$ cat src/design/lav_pkg.sv
`timescale 1ns / 1ps
`default_nettype none

package lav_pkg;

    localparam int WORD_BITS = 24;
    localparam int FRAC_BITS = 16;

    // Normalisation brings the largest magnitude into [2^NORM_LO, 2^NORM_HI)
    localparam int NORM_LO = 28;
    localparam int NORM_HI = 29;

    localparam int FW     = FRAC_BITS + 2;                  // unit axis component
    localparam int UW     = FRAC_BITS + 3;                  // true up component
    localparam int CW0    = WORD_BITS + FRAC_BITS + 3;      // raw cross product
    localparam int CW     = CW0;
    localparam int MW     = (CW0 > NORM_HI + 1) ? CW0 : NORM_HI + 1;
    localparam int MUL_W  = (WORD_BITS > NORM_HI + 1) ? WORD_BITS : NORM_HI + 1;
    localparam int PW     = 2 * MUL_W;
    localparam int ACC_W  = PW + 2;
    localparam int SQ_W   = 2 * NORM_HI + 3;
    localparam int LEN_W  = NORM_HI + 1;
    localparam int QW     = FRAC_BITS + 1;
    localparam int NW     = NORM_HI + FRAC_BITS + 1;
    localparam int REM_W  = LEN_W;
    localparam int DC_W   = $clog2(QW);

    typedef logic signed [WORD_BITS-1:0] word_t;
    typedef logic signed [WORD_BITS:0]   dvec_t;

    typedef struct packed {
        word_t [2:0] eye;
        word_t [2:0] up;
        dvec_t [2:0] dv;
    } job_t;

    typedef struct packed {
        logic [1:0] idx;
        word_t      r0;
        word_t      r1;
        word_t      r2;
        word_t      r3;
        logic       last;
        logic       degen;
    } col_t;

    localparam logic [1:0] LAST_COL = 2'd3;

    function automatic logic [1:0] nxt3(input logic [1:0] i);
        return (i == 2'd2) ? 2'd0 : i + 2'd1;
    endfunction

    function automatic logic [1:0] prv3(input logic [1:0] i);
        return (i == 2'd0) ? 2'd2 : i - 2'd1;
    endfunction

    // Shift right by FRAC_BITS, rounding half away from zero
    function automatic logic signed [ACC_W-1:0] round_shift(input logic signed [ACC_W-1:0] v);
        logic [ACC_W-1:0] mag;
        logic [ACC_W-1:0] half;
        logic [ACC_W-1:0] m;
        half = ACC_W'(1) << (FRAC_BITS - 1);
        mag  = v[ACC_W-1] ? ACC_W'(-v) : ACC_W'(v);
        m    = (mag + half) >> FRAC_BITS;
        return v[ACC_W-1] ? -$signed(m) : $signed(m);
    endfunction

    function automatic word_t sat_word(input logic signed [ACC_W-1:0] v);
        logic signed [ACC_W-1:0] hi;
        logic signed [ACC_W-1:0] lo;
        hi = {{(ACC_W-WORD_BITS+1){1'b0}}, {(WORD_BITS-1){1'b1}}};
        lo = ~hi;
        if (v > hi)
            return {1'b0, {(WORD_BITS-1){1'b1}}};
        else if (v < lo)
            return {1'b1, {(WORD_BITS-1){1'b0}}};
        else
            return v[WORD_BITS-1:0];
    endfunction

endpackage

`default_nettype wire

$ cat src/design/lav_outq.sv
`timescale 1ns / 1ps
`default_nettype none

module lav_outq (
    input  wire logic           clk,
    input  wire logic           rst_n,
    input  wire logic           col_push,
    input  wire lav_pkg::col_t  col_word,
    output logic                col_full,
    output logic                empty,
    input  wire logic           pop,
    output logic [1:0]          column_index,
    output lav_pkg::word_t      entry_row0,
    output lav_pkg::word_t      entry_row1,
    output lav_pkg::word_t      entry_row2,
    output lav_pkg::word_t      entry_row3,
    output logic                last_column,
    output logic                degenerate
);
    import lav_pkg::*;

    col_t       q_reg [4];
    logic [1:0] wp_reg, wp_next;
    logic [1:0] rp_reg, rp_next;
    logic [2:0] cnt_reg, cnt_next;
    logic       do_pop;
    col_t       hd;

    assign col_full = (cnt_reg == 3'd4);
    assign empty    = (cnt_reg == 3'd0);
    assign do_pop   = pop && !empty;
    assign hd       = q_reg[rp_reg];

    assign column_index = hd.idx;
    assign entry_row0   = hd.r0;
    assign entry_row1   = hd.r1;
    assign entry_row2   = hd.r2;
    assign entry_row3   = hd.r3;
    assign last_column  = hd.last;
    assign degenerate   = hd.degen;

    always_comb
    begin
        wp_next  = col_push ? wp_reg + 2'd1 : wp_reg;
        rp_next  = do_pop ? rp_reg + 2'd1 : rp_reg;
        cnt_next = cnt_reg + {2'd0, col_push} - {2'd0, do_pop};
    end

    always_ff @(posedge clk or negedge rst_n)
    begin
        if (!rst_n)
        begin
            wp_reg  <= 2'd0;
            rp_reg  <= 2'd0;
            cnt_reg <= 3'd0;
        end
        else
        begin
            wp_reg  <= wp_next;
            rp_reg  <= rp_next;
            cnt_reg <= cnt_next;
        end
    end

    always_ff @(posedge clk)
    begin
        if (col_push)
            q_reg[wp_reg] <= col_word;
    end

endmodule

`default_nettype wire

$ cat config.mk
export PLATFORM = sky130hd
export DESIGN_NAME = lav_outq
export DESIGN_NICKNAME = d
export VERILOG_FILES = /design/src/design/lav_pkg.sv /design/src/design/lav_outq.sv
export SDC_FILE = /design/constraint.sdc
export NUM_CORES = 1
export LEC_CHECK = 0
export ABC_CLOCK_PERIOD_IN_PS = 4000
export BUFFER_PORTS_ARGS = -buffer_cell sky130_fd_sc_hd__buf_2
export CORE_ASPECT_RATIO = 1.2
export CORE_MARGIN = 4
export CORE_UTILIZATION = 35
export DETAILED_ROUTE_END_ITERATION = 10
export REMOVE_ABC_BUFFERS = 1
export SETUP_SLACK_MARGIN = 0.1
export SYNTH_ARGS = -nofsm -noshare
export SYNTH_HDL_FRONTEND = slang
export SYNTH_SLANG_ARGS = --single-unit
$ cat constraint.sdc
create_clock -name clk -period 4 [get_ports clk]
set_input_delay 0.6 -clock clk [delete_from_list [all_inputs] [get_ports clk]]
set_output_delay 0.6 -clock clk [all_outputs]
set_load 0.01 [all_outputs]
==> flow_summary.ini <==
[timing]
clock_skew_ns = 0.0114
final_hold_viol_count = 0
hold_ws_ns = 0.283
period_minus_slack_ns = 3.05
max_slew_margin = 0.556
fmax_mhz = 328
finalSetupViolCount = 0
tightestPinTransition_ns = 0.666
slew_viol_final = 0
post-route-period-util = 0.763
tns_ns = 0
rsz0062_at_grt = false

[power_and_ir_drop]
p_int_w = 0.00944
pwr-share-seq = 0.445
swShare = 0.285
power.switching_w = 0.00377
leakagePower_nw = 6.06
combPwrFrac = 0.278
irDropWorstVdd_mv = 0.463
p_clk_frac = 0.277
powerDensity_mw_per_mm2 = 738

[place]
dp_hpwl_um = 17600
gp_congestion = 0.686
dpl_cell_area_mm2 = 0.0166
place_inst = 1299
portBuffers = 205

[cells_and_area]
nets = 908
drive_above_1_share = 0.460
mostFrequentLayoutCells = edfxtp_1 (400), buf_2 (205), mux4_2 (100)
synthToLayoutAreaGrowth_pct = 20.6
largest_register_ffs = 400
fill_cells = 3652
layout_commonest_cell = edfxtp_1
utilization = 0.427
fin_cells = 1377
finalInstanceArea_mm2 = 0.0179

[yosys]
yosysTopAreaCellShare = 0.810
syn_area_mm2 = 0.0148
synth_top_family_by_area = multiplexers
synth.distinct_cells = 19
synth-compound-area-share = 0.00143
synth_area_leaders = edfxtp_1 (81%), mux4_2 (15%), dfrtp_1 (1.2%)
ys_ff_latch = 407
synth_cells = 558
ys_seq_area_frac = 0.821
ys_warn_count = 0
synthSimpleGateAreaFrac = 0.00278
avgSynthCellArea_um2 = 26.6
yosys.area_share.xor_xnor = 0.00295
synth_fa_ha_area_frac = 0.00641
synthMuxAreaShare = 0.152
synth_top_area_cell = edfxtp_1

[clock_network]
clockBufferDepth = 3
clkSlewWorstSetupHoldPaths_ns = 0.06
cts_tree = built
htree_levels = 2
cts-root-buf = clkbuf_16
numClockSinks = 407
cts_buffers = 41
clk_latency_ns = 0.53
post-cts-setup-buffer-count = 0

[setup_path]
cp-start-kind = flip-flop
crit_required_ns = 3.40
cp-end-kind = output port
cp_max_fo = 34
worst-setup-path-type = reg -> out
critPathArrivalTime_ns = 2.45

[flow_run]
cap_violations = 0

[grt]
grt_pass1_vias = 7275
antenna_found_initial = 4
grt_util_met2 = 0.217
overflow = 0
grt-busiest-layer = met2
met3_usage = 0.0365
grt_start_max_net_pins = 87
grtUsageTotal = 0.129
grt_pass1_wl_um = 44800
grt_util_met1 = 0.166

[routing]
drtPass1Iterations = 4
antenna_left = 0
viasPerCell = 4.78
drtIter0Drc = 289
wl_per_cell_um = 21.4
vias = 6582
wl_um = 29500
drc = 0

[run_status]
status = finished clean

[floorplan]
start_util = 0.354
ioPinCount = 206
fp.coreArea_mm2 = 0.0419
die-area_mm2 = 0.0458
fp.dieW_um = 196
rows = 82
chipHeight_um = 234

[worst_hold_path]
hp-class = in -> reg
-- stage by stage --
| stage | setup WS (ns) | power (W) |
|---|---|---|
| 6_report | 0.947 | 0.0132 |
| 3_5_place_dp | 1.41 | 0.00980 |
| 5_1_grt | 0.758 | 0.0139 |
| 4_1_cts | 0.827 | 0.0135 |
| 3_3_place_gp | 1.42 | 0.00976 |
| 2_1_floorplan | -1.22 | 0.00839 |
-- worst max-delay path, stage by stage (launching register included) --
cell,delay [ns]
dfrtp_4,0.80
buf_12,0.36
mux4_2,0.56
buf_2,0.16
-- power groups by stage --
stage	clock network, W	logic (W)	registers (W)
2_1_floorplan	0	0.00218	0.00621
3_3_place_gp	0	0.00381	0.00595
6_report	0.00366	0.00367	0.00588
4_1_cts	0.00380	0.00383	0.00590
3_5_place_dp	0	0.00381	0.00599
5_1_grt	0.00396	0.00400	0.00596
-- layout make-up --
class	instances	area, um2	share of cell area
flip-flops and latches	407	12200	0.682
well taps	546	683	0.0382
clock inverters	27	240	0.0134
inverters	7	26.3	0.00147
multi-input cells	122	2460	0.138
clock buffers	47	1050	0.0586
diodes	3	7.51	0.000420
repair buffers	218	1230	0.0685
-- cell families after synthesis --
family / count (synthesis)
flops: 407
mux: 100
buf+inv: 29
fa+ha+maj: 7
simple gates: 7
xor+xnor: 5
compound gates: 3
-- metal layers --
metal | share of wire | wire [um] | up-vias
met1 | 0.41 | 12100 | 3482
met3 | 0.062 | 1830 | 41
met2 | 0.51 | 15000 | 160
met5 | 0.00044 | 13 | -
met4 | 0.017 | 512 | 2
li1 | - | - | 2897
-- synth_stat cells --
cell and count:
edfxtp_1 400, o31ai_1 1, buf_4 2, o21ai_0 1, nor3_1 1, clkbuf_1 1, buf_2 10, fa_1 1
and2_1 4, nand2_1 1, o311ai_0 1, xor2_1 1, inv_1 7, buf_6 9, ha_1 6, xnor2_1 4
mux4_2 100, nor3b_1 1, dfrtp_1 7
-- worst paths after layout --
check,startpoint,endpoint,slack (ns),depth (start not counted)
setup / recovery,rp_reg[0],entry_row1[22],0.95,3
max in group asynchronous,rst_n,rp_reg[0],3.36,2
setup reg to reg,cnt_reg[1],cnt_reg[2],1.75,9
hold / removal,col_word[51],q_reg[1][51],0.28,1
hold reg to reg,wp_reg[0],wp_reg[0],0.53,1
min in group asynchronous,rst_n,rp_reg[1],0.45,2
-- what timing repair did --
| action | CTS | global route |
|---|---|---|
| hold buffers | 1 | 0 |
| gates resized for setup | 0 | 0 |
| hold endpoints to repair | 7 | 0 |
(Power assumes the default switching activity.)
