--- config.mk ---
export PLATFORM = sky130hd
export DESIGN_NAME = lav_front
export DESIGN_NICKNAME = d
export VERILOG_FILES = /design/src/design/lav_pkg.sv /design/src/design/lav_front.sv
export SDC_FILE = /design/constraint.sdc
export NUM_CORES = 1
export LEC_CHECK = 0
export ABC_AREA = 1
export CAP_MARGIN = 20
export CORE_MARGIN = 3
export CORE_UTILIZATION = 63
export CTS_CLUSTER_SIZE = 12
export DETAILED_ROUTE_END_ITERATION = 8
export DONT_BUFFER_PORTS = 1
export PLACE_DENSITY_LB_ADDON = 0.08
export SETUP_SLACK_MARGIN = 0.15
export SYNTH_ARGS = -nofsm -noshare
export SYNTH_HDL_FRONTEND = slang
export SYNTH_SLANG_ARGS = --single-unit
--- constraint.sdc ---
create_clock -name clk -period 14.7 [get_ports clk]
set_clock_uncertainty 0.05 [all_clocks]
set_input_delay 2.205 -clock clk [delete_from_list [all_inputs] [get_ports clk]]
set_output_delay 2.205 -clock clk [all_outputs]
set_load 0.05 [all_outputs]
--- src/design/lav_pkg.sv ---
`timescale 1ns / 1ps
`default_nettype none

package lav_pkg;

    localparam int WORD_BITS = 24;
    localparam int FRAC_BITS = 16;

    // Normalisation brings the largest magnitude into [2^NORM_LO, 2^NORM_HI)
    localparam int NORM_LO = 28;
    localparam int NORM_HI = 29;

    localparam int FW     = FRAC_BITS + 2;                  // unit axis component
    localparam int UW     = FRAC_BITS + 3;                  // true up component
    localparam int CW0    = WORD_BITS + FRAC_BITS + 3;      // raw cross product
    localparam int CW     = CW0;
    localparam int MW     = (CW0 > NORM_HI + 1) ? CW0 : NORM_HI + 1;
    localparam int MUL_W  = (WORD_BITS > NORM_HI + 1) ? WORD_BITS : NORM_HI + 1;
    localparam int PW     = 2 * MUL_W;
    localparam int ACC_W  = PW + 2;
    localparam int SQ_W   = 2 * NORM_HI + 3;
    localparam int LEN_W  = NORM_HI + 1;
    localparam int QW     = FRAC_BITS + 1;
    localparam int NW     = NORM_HI + FRAC_BITS + 1;
    localparam int REM_W  = LEN_W;
    localparam int DC_W   = $clog2(QW);

    typedef logic signed [WORD_BITS-1:0] word_t;
    typedef logic signed [WORD_BITS:0]   dvec_t;

    typedef struct packed {
        word_t [2:0] eye;
        word_t [2:0] up;
        dvec_t [2:0] dv;
    } job_t;

    typedef struct packed {
        logic [1:0] idx;
        word_t      r0;
        word_t      r1;
        word_t      r2;
        word_t      r3;
        logic       last;
        logic       degen;
    } col_t;

    localparam logic [1:0] LAST_COL = 2'd3;

    function automatic logic [1:0] nxt3(input logic [1:0] i);
        return (i == 2'd2) ? 2'd0 : i + 2'd1;
    endfunction

    function automatic logic [1:0] prv3(input logic [1:0] i);
        return (i == 2'd0) ? 2'd2 : i - 2'd1;
    endfunction

    // Shift right by FRAC_BITS, rounding half away from zero
    function automatic logic signed [ACC_W-1:0] round_shift(input logic signed [ACC_W-1:0] v);
        logic [ACC_W-1:0] mag;
        logic [ACC_W-1:0] half;
        logic [ACC_W-1:0] m;
        half = ACC_W'(1) << (FRAC_BITS - 1);
        mag  = v[ACC_W-1] ? ACC_W'(-v) : ACC_W'(v);
        m    = (mag + half) >> FRAC_BITS;
        return v[ACC_W-1] ? -$signed(m) : $signed(m);
    endfunction

    function automatic word_t sat_word(input logic signed [ACC_W-1:0] v);
        logic signed [ACC_W-1:0] hi;
        logic signed [ACC_W-1:0] lo;
        hi = {{(ACC_W-WORD_BITS+1){1'b0}}, {(WORD_BITS-1){1'b1}}};
        lo = ~hi;
        if (v > hi)
            return {1'b0, {(WORD_BITS-1){1'b1}}};
        else if (v < lo)
            return {1'b1, {(WORD_BITS-1){1'b0}}};
        else
            return v[WORD_BITS-1:0];
    endfunction

endpackage

`default_nettype wire

--- src/design/lav_front.sv ---
`timescale 1ns / 1ps
`default_nettype none

module lav_front (
    input  wire logic          clk,
    input  wire logic          rst_n,
    input  wire logic          push,
    output logic               full,
    input  wire lav_pkg::word_t eye_x,
    input  wire lav_pkg::word_t eye_y,
    input  wire lav_pkg::word_t eye_z,
    input  wire lav_pkg::word_t target_x,
    input  wire lav_pkg::word_t target_y,
    input  wire lav_pkg::word_t target_z,
    input  wire lav_pkg::word_t upvec_x,
    input  wire lav_pkg::word_t upvec_y,
    input  wire lav_pkg::word_t upvec_z,
    output logic               head_valid,
    output lav_pkg::job_t      head,
    input  wire logic          head_pop
);
    import lav_pkg::*;

    job_t       q_reg [2];
    logic       wp_reg, wp_next;
    logic       rp_reg, rp_next;
    logic [1:0] cnt_reg, cnt_next;
    job_t       job_in;
    logic       do_push;
    logic       do_pop;

    assign full       = (cnt_reg == 2'd2);
    assign head_valid = (cnt_reg != 2'd0);
    assign head       = q_reg[rp_reg];
    assign do_push    = push && !full;
    assign do_pop     = head_pop && head_valid;

    // Classify the word: keep eye and up, form the forward difference now
    always_comb
    begin
        job_in.eye[0] = eye_x;
        job_in.eye[1] = eye_y;
        job_in.eye[2] = eye_z;
        job_in.up[0]  = upvec_x;
        job_in.up[1]  = upvec_y;
        job_in.up[2]  = upvec_z;
        job_in.dv[0]  = (WORD_BITS+1)'(eye_x) - (WORD_BITS+1)'(target_x);
        job_in.dv[1]  = (WORD_BITS+1)'(eye_y) - (WORD_BITS+1)'(target_y);
        job_in.dv[2]  = (WORD_BITS+1)'(eye_z) - (WORD_BITS+1)'(target_z);
    end

    always_comb
    begin
        wp_next  = do_push ? ~wp_reg : wp_reg;
        rp_next  = do_pop ? ~rp_reg : rp_reg;
        cnt_next = cnt_reg + {1'b0, do_push} - {1'b0, do_pop};
    end

    always_ff @(posedge clk or negedge rst_n)
    begin
        if (!rst_n)
        begin
            wp_reg  <= 1'b0;
            rp_reg  <= 1'b0;
            cnt_reg <= 2'd0;
        end
        else
        begin
            wp_reg  <= wp_next;
            rp_reg  <= rp_next;
            cnt_reg <= cnt_next;
        end
    end

    always_ff @(posedge clk)
    begin
        if (do_push)
            q_reg[wp_reg] <= job_in;
    end

endmodule

`default_nettype wire

==> metrics list, run 1 <==
- The run finished with clean final reports.
- Multiplexer cells account for 0% of the synthesized area.
* Adder-cell area share of the yosys netlist: approximately 4.5%
- After synthesis, flip-flops and latches occupy 60.9% of the total area.
- Cell depth of the worst flop-to-flop path: 5
* 1st-pass router iterations: 7
* Maximum achievable frequency: roughly 170 MHz
- The critical path is of the reg -> out type.
* Final cell count without fillers: roughly 2900
- The via count of the first global-routing pass was 14400.
- In this run the most critical hold path is launched from cnt_reg[1].
- CTS placed an instance of sky130_fd_sc_hd__clkbuf_16 at the clock tree root.
- Leakage power figure: roughly 11 nW
- After layout, the design draws a total of between 5 and 6 mW.
- Drt first-iter violations: slightly above 1000
- The smallest clock period supported by the final layout is computed as between 6 and 7 ns.
- Count of cells resized by post-cts repair: 0
- In this run the tightest slew margin relative to its limit is 30.2%.
- Dividing the synthesized area by the synthesized cell count gives just over 9 um2.
- The final route contains around 15000 vias.
* Most frequent standard cell in the layout excluding fill and tap cells: sky130_fd_sc_hd__nand2_1
- Type of origin of the critical path: register
- The die covers 36800 um2.
- Ratio of cells with drive above 1 in the final layout: 4.09%
* First-pass GRT wire length: 79300 um
- Detailed placement finished with a half-perimeter wire length of a little under 40000 um.
* WL met3: ~5700 um
- Setup violations, final: 0
- Synthesis handed over a netlist of approximately 2400 instances.
- Synthesized cell area: about 22000 um2
- For this run, design rule violations remaining after detail routing come to 0.
* Number of different library cells in the post-synthesis netlist: 26
- Detailed-routing wirelength on met1: 19700 um
- In this run the count of I/O pins placed on the die edge is 441.
- Global router's overall resource usage: between 20% and 30%
- Number of antenna diodes: 0
* Crit. End Element: output port
- Leading cell types in the layout, fill and taps excluded: sky130_fd_sc_hd__nand2_1, sky130_fd_sc_hd__edfxtp_1, sky130_fd_sc_hd__inv_1, sky130_fd_sc_hd__nor2_1, sky130_fd_sc_hd__ha_1
- The max-slew violation total from the final report is 0.
- The region available for standard cell placement spans roughly 34000 um2.
- Antenna violations before repair: 0
* Maximum fanout encountered on the critical timing path: between 80 and 90
- Detailed routing placed a total of about 26000 um of wire on met2.
- The number of endpoints with negative hold slack in the final report is 0.
- After clock tree synthesis, the clock-pin slew on the worst setup and hold paths is ~0.060 ns.
- Worst hold path type: reg -> reg
- Buffers added to address setup during post-CTS repair amount to 0.
- TritonCTS built the clock tree.
- Counting every net in the synthesized netlist gives 2677.
- Registers take approximately 13000 um2.
- Total wire length: about 53000 um
* Max capacitance violation total: 0
- In the routed layout, each cell is associated on average with a via count of 5.28.
- Residual antenna-violating net count after detailed routing: 0
- Setup repair after global routing left no endpoint under its margin.
- DIE HEIGHT: 192 um
* Xor-xnor portion of the synthesized cell area: 1.69%
* Largest register FFs: approximately 440
- Counting every sink on the clock net gives 442.
- TritonCTS Buffers: 45
- After filler insertion, the fill cell instance count of the layout stands at between 2000 and 3000.
- Clock latency on the worst-skew pair: 0.57 ns
* Reg-to-reg startpoint: cnt_reg[1]
- Routed length per placed instance: between 15 and 20 um
- Compared with the post-synthesis result, the final layout area differs by 8.36%.
- After detailed routing, no signal wire sits above met4.
* Peak supply drop: around 0.00016 V
- Counting instances, the worst hold path has a depth of 2.
* H-Tree Level Count: 2
- Summing the areas of all and, or, nand and nor instances in the mapped netlist gives approximately a quarter of the synthesized area.
* Reg-to-reg endpoint: q_reg[0][52]
* Sum of negative setup slack: 0 ns
- Maximum number of pins on one net before global-route repair: roughly 140
* Destination of the worst hold path: cnt_reg[1]
* Post-CTS Hold Fix Bufs: 0
- For the worst setup path, the data required time is between 10 and 15 ns.
- Area occupied by multi-input gates: 7020 um2
- IO buf count: 0
- The synthesized design contains roughly 440 register bits.
* Fraction of the mapped netlist area in compound gates: less than 1%
- R2R Setup Slk: approximately 11 ns
- Cell row count: 67
- Maximum root-to-sink buffer count: 3
* Data arrival, critical path: between 3 and 4 ns
* Final estimated routing congestion in global placement: ~0.93
* Number of instances in the placed design: about 2800
- Total grt overflow: 0
* Dominant combinational cell family by area after synthesis: simple AND/OR/NAND/NOR gates
- For this run, the number of Yosys warnings is 0.
- For this configuration, the core starts out at a cell density of 64.5%.
- PwrDens: 219 nW/um2
- Final Cycle Share: between 40 and 50%
* Horizontal die dimension: between 150 and 200 um
* Final-stage net count: ~2700
- For the pin with the worst max-slew slack, the measured transition is between 1 and 1.5 ns.
==> cells by family (layout without fill, tap and decap cells) <==
group                    count (synthesis)  in the layout
AO/OA/AOI/OAI                           38             38
adder cells (fa/ha/maj)                 77             77
XOR/XNOR                                42             42
flip-flops                             442            442
AND/OR/NAND/NOR                       1385           1385
buffers and inverters                  396            434
==> layout make-up <==
cell class                 instances  area share, %
timing repair buffer              10          0.371
clock inverter                    12          0.636
tap                              448           2.38
sequential                       442           56.2
multi-input combinational       1542           29.8
inverter                         348           5.56
clock buffer                      64           5.12
==> metal layers <==
layer | up-vias | track usage, %
li1 | 7512 | -
met5 | - | 0
met4 | 0 | 11.0
met3 | 107 | 9.60
met1 | 6950 | 32.4
met2 | 558 | 49.1
==> critical path: stages (launching register included) <==
cell and delay, ns:
sky130_fd_sc_hd__dfrtp_4 0.89, sky130_fd_sc_hd__buf_4 0.75, sky130_fd_sc_hd__buf_4 0.85, sky130_fd_sc_hd__nand2_1 0.13, sky130_fd_sc_hd__nand2_1 0.48
==> synth_stat cells <==
cell | count | share of area (%)
sky130_fd_sc_hd__nand2_1 | 1177 | 20
sky130_fd_sc_hd__nor2_4 | 2 | 0.10
sky130_fd_sc_hd__or2_0 | 3 | 0.086
sky130_fd_sc_hd__ha_1 | 74 | 4.3
sky130_fd_sc_hd__nand3b_1 | 6 | 0.21
sky130_fd_sc_hd__xnor2_1 | 4 | 0.16
sky130_fd_sc_hd__nand2_2 | 10 | 0.29
sky130_fd_sc_hd__a21oi_1 | 37 | 0.85
sky130_fd_sc_hd__fa_1 | 3 | 0.28
sky130_fd_sc_hd__nor2_2 | 17 | 0.49
sky130_fd_sc_hd__inv_1 | 348 | 6.0
sky130_fd_sc_hd__clkbuf_1 | 18 | 0.31
sky130_fd_sc_hd__edfxtp_1 | 438 | 60
sky130_fd_sc_hd__nor3_1 | 6 | 0.14
sky130_fd_sc_hd__and2_1 | 4 | 0.11
sky130_fd_sc_hd__o21ai_0 | 1 | 0.023
sky130_fd_sc_hd__buf_1 | 7 | 0.12
sky130_fd_sc_hd__or2_2 | 1 | 0.029
sky130_fd_sc_hd__dfrtp_1 | 4 | 0.46
sky130_fd_sc_hd__nand4_1 | 19 | 0.55
sky130_fd_sc_hd__nand3_2 | 1 | 0.046
sky130_fd_sc_hd__or2_1 | 1 | 0.029
sky130_fd_sc_hd__buf_2 | 23 | 0.53
sky130_fd_sc_hd__nor2_1 | 78 | 1.3
sky130_fd_sc_hd__xor2_1 | 38 | 1.5
sky130_fd_sc_hd__nand3_1 | 60 | 1.4
==> where the power goes <==
part / switching [mW] / total, mW / internal (mW)
clock: 0.457 / 1.07 / 0.610
sequential: 0.0947 / 1.85 / 1.76
combinational: 1.99 / 2.24 / 0.251
==> how the worst max path moves through the flow <==
| stage | start | end | depth (start not counted) |
|---|---|---|---|
| after detailed placement | push | q_reg[0][49] | 4 |
| after global placement | push | q_reg[0][199] | 4 |
| final | rp_reg | head[39] | 4 |
| after floorplan | push | q_reg[0][0] | 2 |
| after global routing | rp_reg | head[17] | 4 |
| after CTS | rp_reg | head[12] | 4 |
==> through the flow <==
step / setup WS [ns] / cell area [um2] / hold WS (ns) / utilization [%]
final: 8.66 / 23600 / 0.542 / 69.8
after global routing: 8.38 / 23600 / 0.564 / 69.8
after CTS: 8.62 / 23600 / 0.540 / 69.8
after detailed placement: 9.05 / 22200 / 0.523 / 65.8
after global placement: 9.09 / 22200 / 0.517 / 65.8
after floorplan: 2.36 / 21800 / 0.459 / -
Power figures use the tool's default switching activity.
==> run 2: changes to the inputs <==
--- a/config.mk
+++ b/config.mk
@@ -8,7 +8,7 @@
 export ABC_AREA = 1
 export CAP_MARGIN = 20
 export CORE_MARGIN = 3
-export CORE_UTILIZATION = 63
+export CORE_UTILIZATION = 58
 export CTS_CLUSTER_SIZE = 12
 export DETAILED_ROUTE_END_ITERATION = 8
 export DONT_BUFFER_PORTS = 1
==> constraint.sdc (replaced) <==
create_clock -name clk -period 5.14 [get_ports clk]
set_clock_uncertainty 0.05 [all_clocks]
set_input_delay 0.771 -clock clk [delete_from_list [all_inputs] [get_ports clk]]
set_output_delay 0.771 -clock clk [all_outputs]
set_load 0.05 [all_outputs]
==> metrics list, run 2 (synthesized netlist as in run 1, its figures left out) <==
* Result of the run: completed
* Antenna violations before repair: 1
- Count of buffer and inverter cells on the critical path: 2
- Global router's overall resource usage: about a quarter
- Register clock-pin slew on the reported worst setup and hold paths: around 0.060 ns
- Most frequent standard cell in the layout excluding fill and tap cells: sky130_fd_sc_hd__nand2_1
- The finished layout holds between 2000 and 3000 standard cells, fillers aside.
* Maximum achievable frequency: roughly 270 MHz
- Summing all placed instances gives a cell area of 22300 um2.
- Data arrival, critical path: between 2 and 3 ns
* Type of origin of the critical path: register
- Worst hold path type: in -> reg
- The via count of the first global-routing pass came to around 14000.
- The critical path goes through inv_6 -> buf_4 -> nand2_1 -> nand2_1.
- On the critical path the largest part of the delay comes from buffers and inverters.
- In the routed design, unresolved DRC markers number 0.
- The max-slew violation total from the final report is 0.
- Crit path max-delay cell type: sky130_fd_sc_hd__buf_4
- The register with the most flip-flops in the layout has around 440 of them.
* Storage cell area: between 10000 and 15000 um2
* Final Cycle Share: between 70% and 80%
- TritonCTS Buffers: 46
* Util after Layout: 64.4%
- Transition time at the pin with the least slew margin: ~1.1 ns
- In this run the horizontal extent of the chip is 200 um.
- Count of fill cells added during filler insertion: approximately 3000
- The routed layout has approximately 15000 vias.
- Crit. End Element: output port
- Worst min-delay path startpoint: upvec_z[23]
- Max stage delay on crit path: ~0.64 ns
* Reg-to-reg startpoint: cnt_reg[1]
* Number of sinks on the clock net: 442
- The die covers ~40000 um2.
- The smallest clock period supported by the final layout is computed as 3.76 ns.
- Port buffering added 0 buffers.
- The floorplan has 70 rows.
- Compared with the post-synthesis result, the final layout area differs by 8.88%.
* Ratio of cells with drive above 1 in the final layout: 4.22%
* Setup violations, final: 0
- DIE HEIGHT: roughly 200 um
- Setup repair after global routing missed its margin: no
* Clock latency on the worst-skew pair: a little under 0.6 ns
- Clock tree from TritonCTS: yes
* Starting utilization of the core area: around three fifths
- Leakage power figure: between 10 and 15 nW
- Relative slew slack: between 20% and 30%
- H-Tree Level Count: 2
* Total wire length: approximately 55000 um
* Area occupied by multi-input gates: 7020 um2
- First-pass GRT wire length: 80400 um
- Peak supply drop: roughly 0.00044 V
- I/O pin total: roughly 440
- In this run the worst path has a maximum fanout of between 100 and 150.
- Residual antenna-violating net count after detailed routing: 0
* Final-stage net count: between 2000 and 3000
- Core box area: about 37000 um2
* Critical path type: reg -> out
- Placed wire-length estimate: 40800 um
- Total grt overflow: 0
* Routed length per placed instance: 19.1 um
- Dividing total power by cell area gives a power density of 624 nW/um2.
* Cell repeated most along the worst path: sky130_fd_sc_hd__nand2_1
- 1st-pass router iterations: 7
- Crit. Startpoint: rp_reg
- Drt first-iter violations: between 1000 and 1500
- Across the run, the number of max-cap violations was 0.
- The tree is rooted in a sky130_fd_sc_hd__clkbuf_16.
- The clock passes through at most 3 buffers.
* Final estimated routing congestion in global placement: between 0.9 and 1
- After detailed routing, the number of vias per cell comes to about 5.2.
- The library cells used most frequently in the layout, excluding fill and tap cells, are sky130_fd_sc_hd__nand2_1, sky130_fd_sc_hd__edfxtp_1, sky130_fd_sc_hd__inv_1, sky130_fd_sc_hd__nor2_1, sky130_fd_sc_hd__ha_1.
* Number of instances in the placed design: about 2800
- Post-CTS repair changed the size of 0 cells.
- STA puts the critical path data required time at ~4.3 ns.
- The finished cells cover 23700 um2.
- Total power for the finished layout comes to approximately 15 mW.
- Maximum number of pins on one net before global-route repair: 220
- Count of endpoints failing hold in the final timing report: 0
* Sum of negative setup slack: 0 ns
-- run 2: cell types whose count changed in the layout (fill, tap and decap cells not counted), sizes merged --
cell         delta
clkinv          +3
buf             -2
diode           +2
clkbuf          -1
dlygate4sd3     +1
inv             -1
-- run 2: stage by stage --
stage	hold slack [ns]	worst slack (ns)
detailed placement	0.427	1.99
CTS	0.193	1.32
global route	0.200	1.18
floorplan	0.425	-2.09
finish	0.231	1.38
global placement	0.427	2.09
-- run 2: area by class of cell --
type,instances,share of cell area [%]
sequential,442,55.9
multi-input combinational,1542,29.6
tap,468,2.47
inverter,348,5.53
timing repair buffer,9,0.507
clock inverter,14,0.686
clock buffer,63,5.25
antenna,2,0.0211
-- run 2: report_power, final --
group | total [mW] | switching, mW | internal, mW | leakage, nW
clock network | 3.13 | 1.33 | 1.80 | 0.685
registers | 5.27 | 0.243 | 5.03 | 4.12
logic | 6.40 | 5.67 | 0.731 | 6.26
-- run 2: worst paths after layout --
kind                                  to  slack (ns)  depth (start not counted)
max                             head[26]        1.38                          4
min                        q_reg[1][146]        0.23                          0
max reg2reg                 q_reg[0][70]        2.49                          4
min reg2reg                   cnt_reg[0]        0.51                          1
max in group asynchronous         rp_reg        4.27                          1
min in group asynchronous     cnt_reg[1]        0.48                          1
-- run 2: metal layers --
layer | global-route usage [%] | routed length [um] | share of wire, % | vias to the layer above
met3 | 8.44 | 5740 | 10 | 103
met5 | 0 | 0 | 0 | -
li1 | - | - | - | 7510
met1 | 33.0 | 21200 | 38 | 6873
met4 | 11.2 | 2120 | 3.8 | 0
met2 | 43.8 | 26100 | 47 | 614
-- run 2: repair_timing --
action | 4_1_cts | 5_1_grt
hold endpoints to repair | 4 | 0
hold buffers | 1 | 0
setup buffers | 0 | 0
==> run 3: changes to the inputs <==
--- a/config.mk
+++ b/config.mk
@@ -8,7 +8,7 @@
 export ABC_AREA = 1
 export CAP_MARGIN = 20
 export CORE_MARGIN = 3
-export CORE_UTILIZATION = 58
+export CORE_UTILIZATION = 63
 export CTS_CLUSTER_SIZE = 12
 export DETAILED_ROUTE_END_ITERATION = 8
 export DONT_BUFFER_PORTS = 1
==> constraint.sdc (replaced) <==
create_clock -name clk -period 3.6 [get_ports clk]
set_clock_uncertainty 0.05 [all_clocks]
set_input_delay 0.54 -clock clk [delete_from_list [all_inputs] [get_ports clk]]
set_output_delay 0.54 -clock clk [all_outputs]
set_load 0.05 [all_outputs]
==> metrics list, run 3 (synthesized netlist as in run 1, its figures left out) <==
- In the final layout, the share of cells above drive strength 1 is a little under 4%.
* Number of slew-limit violations in the final report: 0
- Routed length per placed instance: between 15 and 20 um
- Critical path type: reg -> out
- I/O pin total: between 400 and 500
* Total wire length: 55200 um
- Maximum achievable frequency: 326 MHz
* Final-stage net count: 2802
- PwrDens: 852 nW/um2
- Relative to the synthesized area, the layout overhead comes to 13.8%.
- The first routing iteration left between 1000 and 1500 violations.
- Number of sinks on the clock net: approximately 440
* Total Die Area: 36800 um2
- Count of cells resized by post-cts repair: 0
* Type of origin of the critical path: register
* Core box area: around 34000 um2
- Finished layout cell area: roughly 25000 um2
- Worst slack on hold paths: approximately 0.025 ns
- The clock reaches the later pin of the worst-skew pair after ~0.57 ns.
- The flow ran to the end, and the final reports show no timing, DRC or antenna violations.
- Data on the critical path is required at its endpoint by about 3 ns.
- Setup repair after global routing left no endpoint under its margin.
- The tree is rooted in a sky130_fd_sc_hd__clkbuf_16.
* Starting utilization of the core area: about 64%
- Count of endpoints failing hold in the final timing report: 0
* First-pass GRT wire length: between 80000 and 90000 um
* Relative slew slack: between 30% and 40%
- Clock tree from TritonCTS: yes
- Total grt overflow: 0
* Cell row count: 67
- TritonCTS Buffers: 45
* Drt via density: approximately 5.3
- Max-cap violations in this run came to 0.
- Residual antenna-violating net count after detailed routing: 0
- Summed over all nets, the half-perimeter wirelength after detailed placement is 39100 um.
- Via count: ~16000
- Final estimated routing congestion in global placement: approximately 0.94
* Largest register FFs: ~440
- At the placement stage, the worst setup path has a slack of about 1.1 ns.
* Leading cell types in the layout, fill and taps excluded: sky130_fd_sc_hd__nand2_1, sky130_fd_sc_hd__edfxtp_1, sky130_fd_sc_hd__inv_1, sky130_fd_sc_hd__dlygate4sd3_1, sky130_fd_sc_hd__nor2_1
- In the final timing run, aggregate negative setup slack is 0 ns.
- Summed over all cells, the static leakage comes to between 10 and 15 nW.
- The worst path needs ~3 ns of the cycle, external delays included.
* Horizontal die dimension: ~190 um
* Transition time at the pin with the least slew margin: roughly 1 ns
- Maximum fanout encountered on the critical timing path: between 200 and 250
- The tightest min-delay check is of the in -> reg type.
- Before antenna repair, the detailed router went through 6 iterations.
- IO buf count: 0
- Register clock-pin slew on the reported worst setup and hold paths: ~0.06 ns
* Number of global-route vias before repair: roughly 16000
- Maximum root-to-sink buffer count: 3
- STA classifies the critical path endpoint as an output port.
* Maximum number of pins on one net before global-route repair: between 200 and 250
- DRC viols: 0
* DIE HEIGHT: approximately 190 um
- Data arrives at the worst endpoint at about 2.5 ns.
- Once routing completed, OpenROAD measured the worst setup slack at ~0.53 ns.
* H-Tree Level Count: 2
* Most frequent standard cell in the layout excluding fill and tap cells: sky130_fd_sc_hd__nand2_1
- Peak supply drop: 0.00129 V
* Global router's overall resource usage: between 20 and 30%
- Final Cycle Share: roughly 85%
* Antenna violations before repair: 2
- Setup violations remaining at the end of the flow were counted as 0.
- Standard cell area after detailed placement: about 22000 um2
-- run 3: changes by cell type in the layout (fill, tap and decap cells not counted), moves of 2 or more --
cell	delta
sky130_fd_sc_hd__clkinv_2	-2
sky130_fd_sc_hd__buf_12	+2
sky130_fd_sc_hd__clkinv_8	+2
sky130_fd_sc_hd__dlygate4sd3_1	+115
sky130_fd_sc_hd__clkbuf_1	-6
sky130_fd_sc_hd__clkbuf_8	-3
-- run 3: power by group --
group	leakage [nW]	internal (mW)	switching, mW	total [mW]
registers	4.12	7.19	0.319	7.51
logic	6.76	1.16	8.23	9.39
clock network	0.630	2.41	1.80	4.21
-- run 3: per-layer routing --
| layer | wire length (um) | share of wire [%] | up-vias | global-route usage (%) |
|---|---|---|---|---|
| li1 | - | - | 7733 | - |
| met1 | 20300 | 37 | 7206 | 34.9 |
| met2 | 26600 | 48 | 692 | 50.5 |
| met3 | 5540 | 10 | 144 | 8.32 |
| met4 | 2710 | 4.9 | 0 | 14.5 |
| met5 | 0 | 0 | - | 0 |
-- run 3: worst max-delay path, cell delays in order (launching register included) --
cell	delay, ns
sky130_fd_sc_hd__dfrtp_4	0.45
sky130_fd_sc_hd__buf_12	0.64
sky130_fd_sc_hd__nand2_1	0.22
sky130_fd_sc_hd__nand2_1	0.43
-- run 3: timing repair --
item,in CTS,in global routing
hold endpoints to repair,227,0
hold buffers,116,0
buffers inserted,0,0
-- run 3: path summary, 6_finish.rpt --
kind / slack, ns / end / cells after the start / startpoint
min in group asynchronous: 0.23 / cnt_reg[0] / 1 / rst_n
max in group asynchronous: 3.02 / rp_reg / 1 / rst_n
setup reg to reg: 1.37 / cnt_reg[1] / 8 / cnt_reg[0]
hold / removal: 0.02 / q_reg[1][202] / 0 / eye_z[7]
hold reg to reg: 0.58 / cnt_reg[0] / 1 / cnt_reg[0]
setup / recovery: 0.53 / head[14] / 3 / rp_reg
-- run 3: through the flow --
step	util, %	power [mW]	std cells
5_1_grt	73.3	22.0	2974
3_3_place_gp	66.0	16.8	2790
6_report	73.3	21.1	2974
2_1_floorplan	-	15.5	2380
3_5_place_dp	66.0	16.9	2790
4_1_cts	73.3	21.2	2972
-- run 3: final cells by class --
type	count	area (um2)
flip-flops and latches	442	13300
fillers	2447	9010
multi-input cells	1542	7030
repair buffers	126	1310
inverters	348	1310
clock buffers	53	1160
well taps	448	561
clock inverters	13	139
diodes	2	5.00
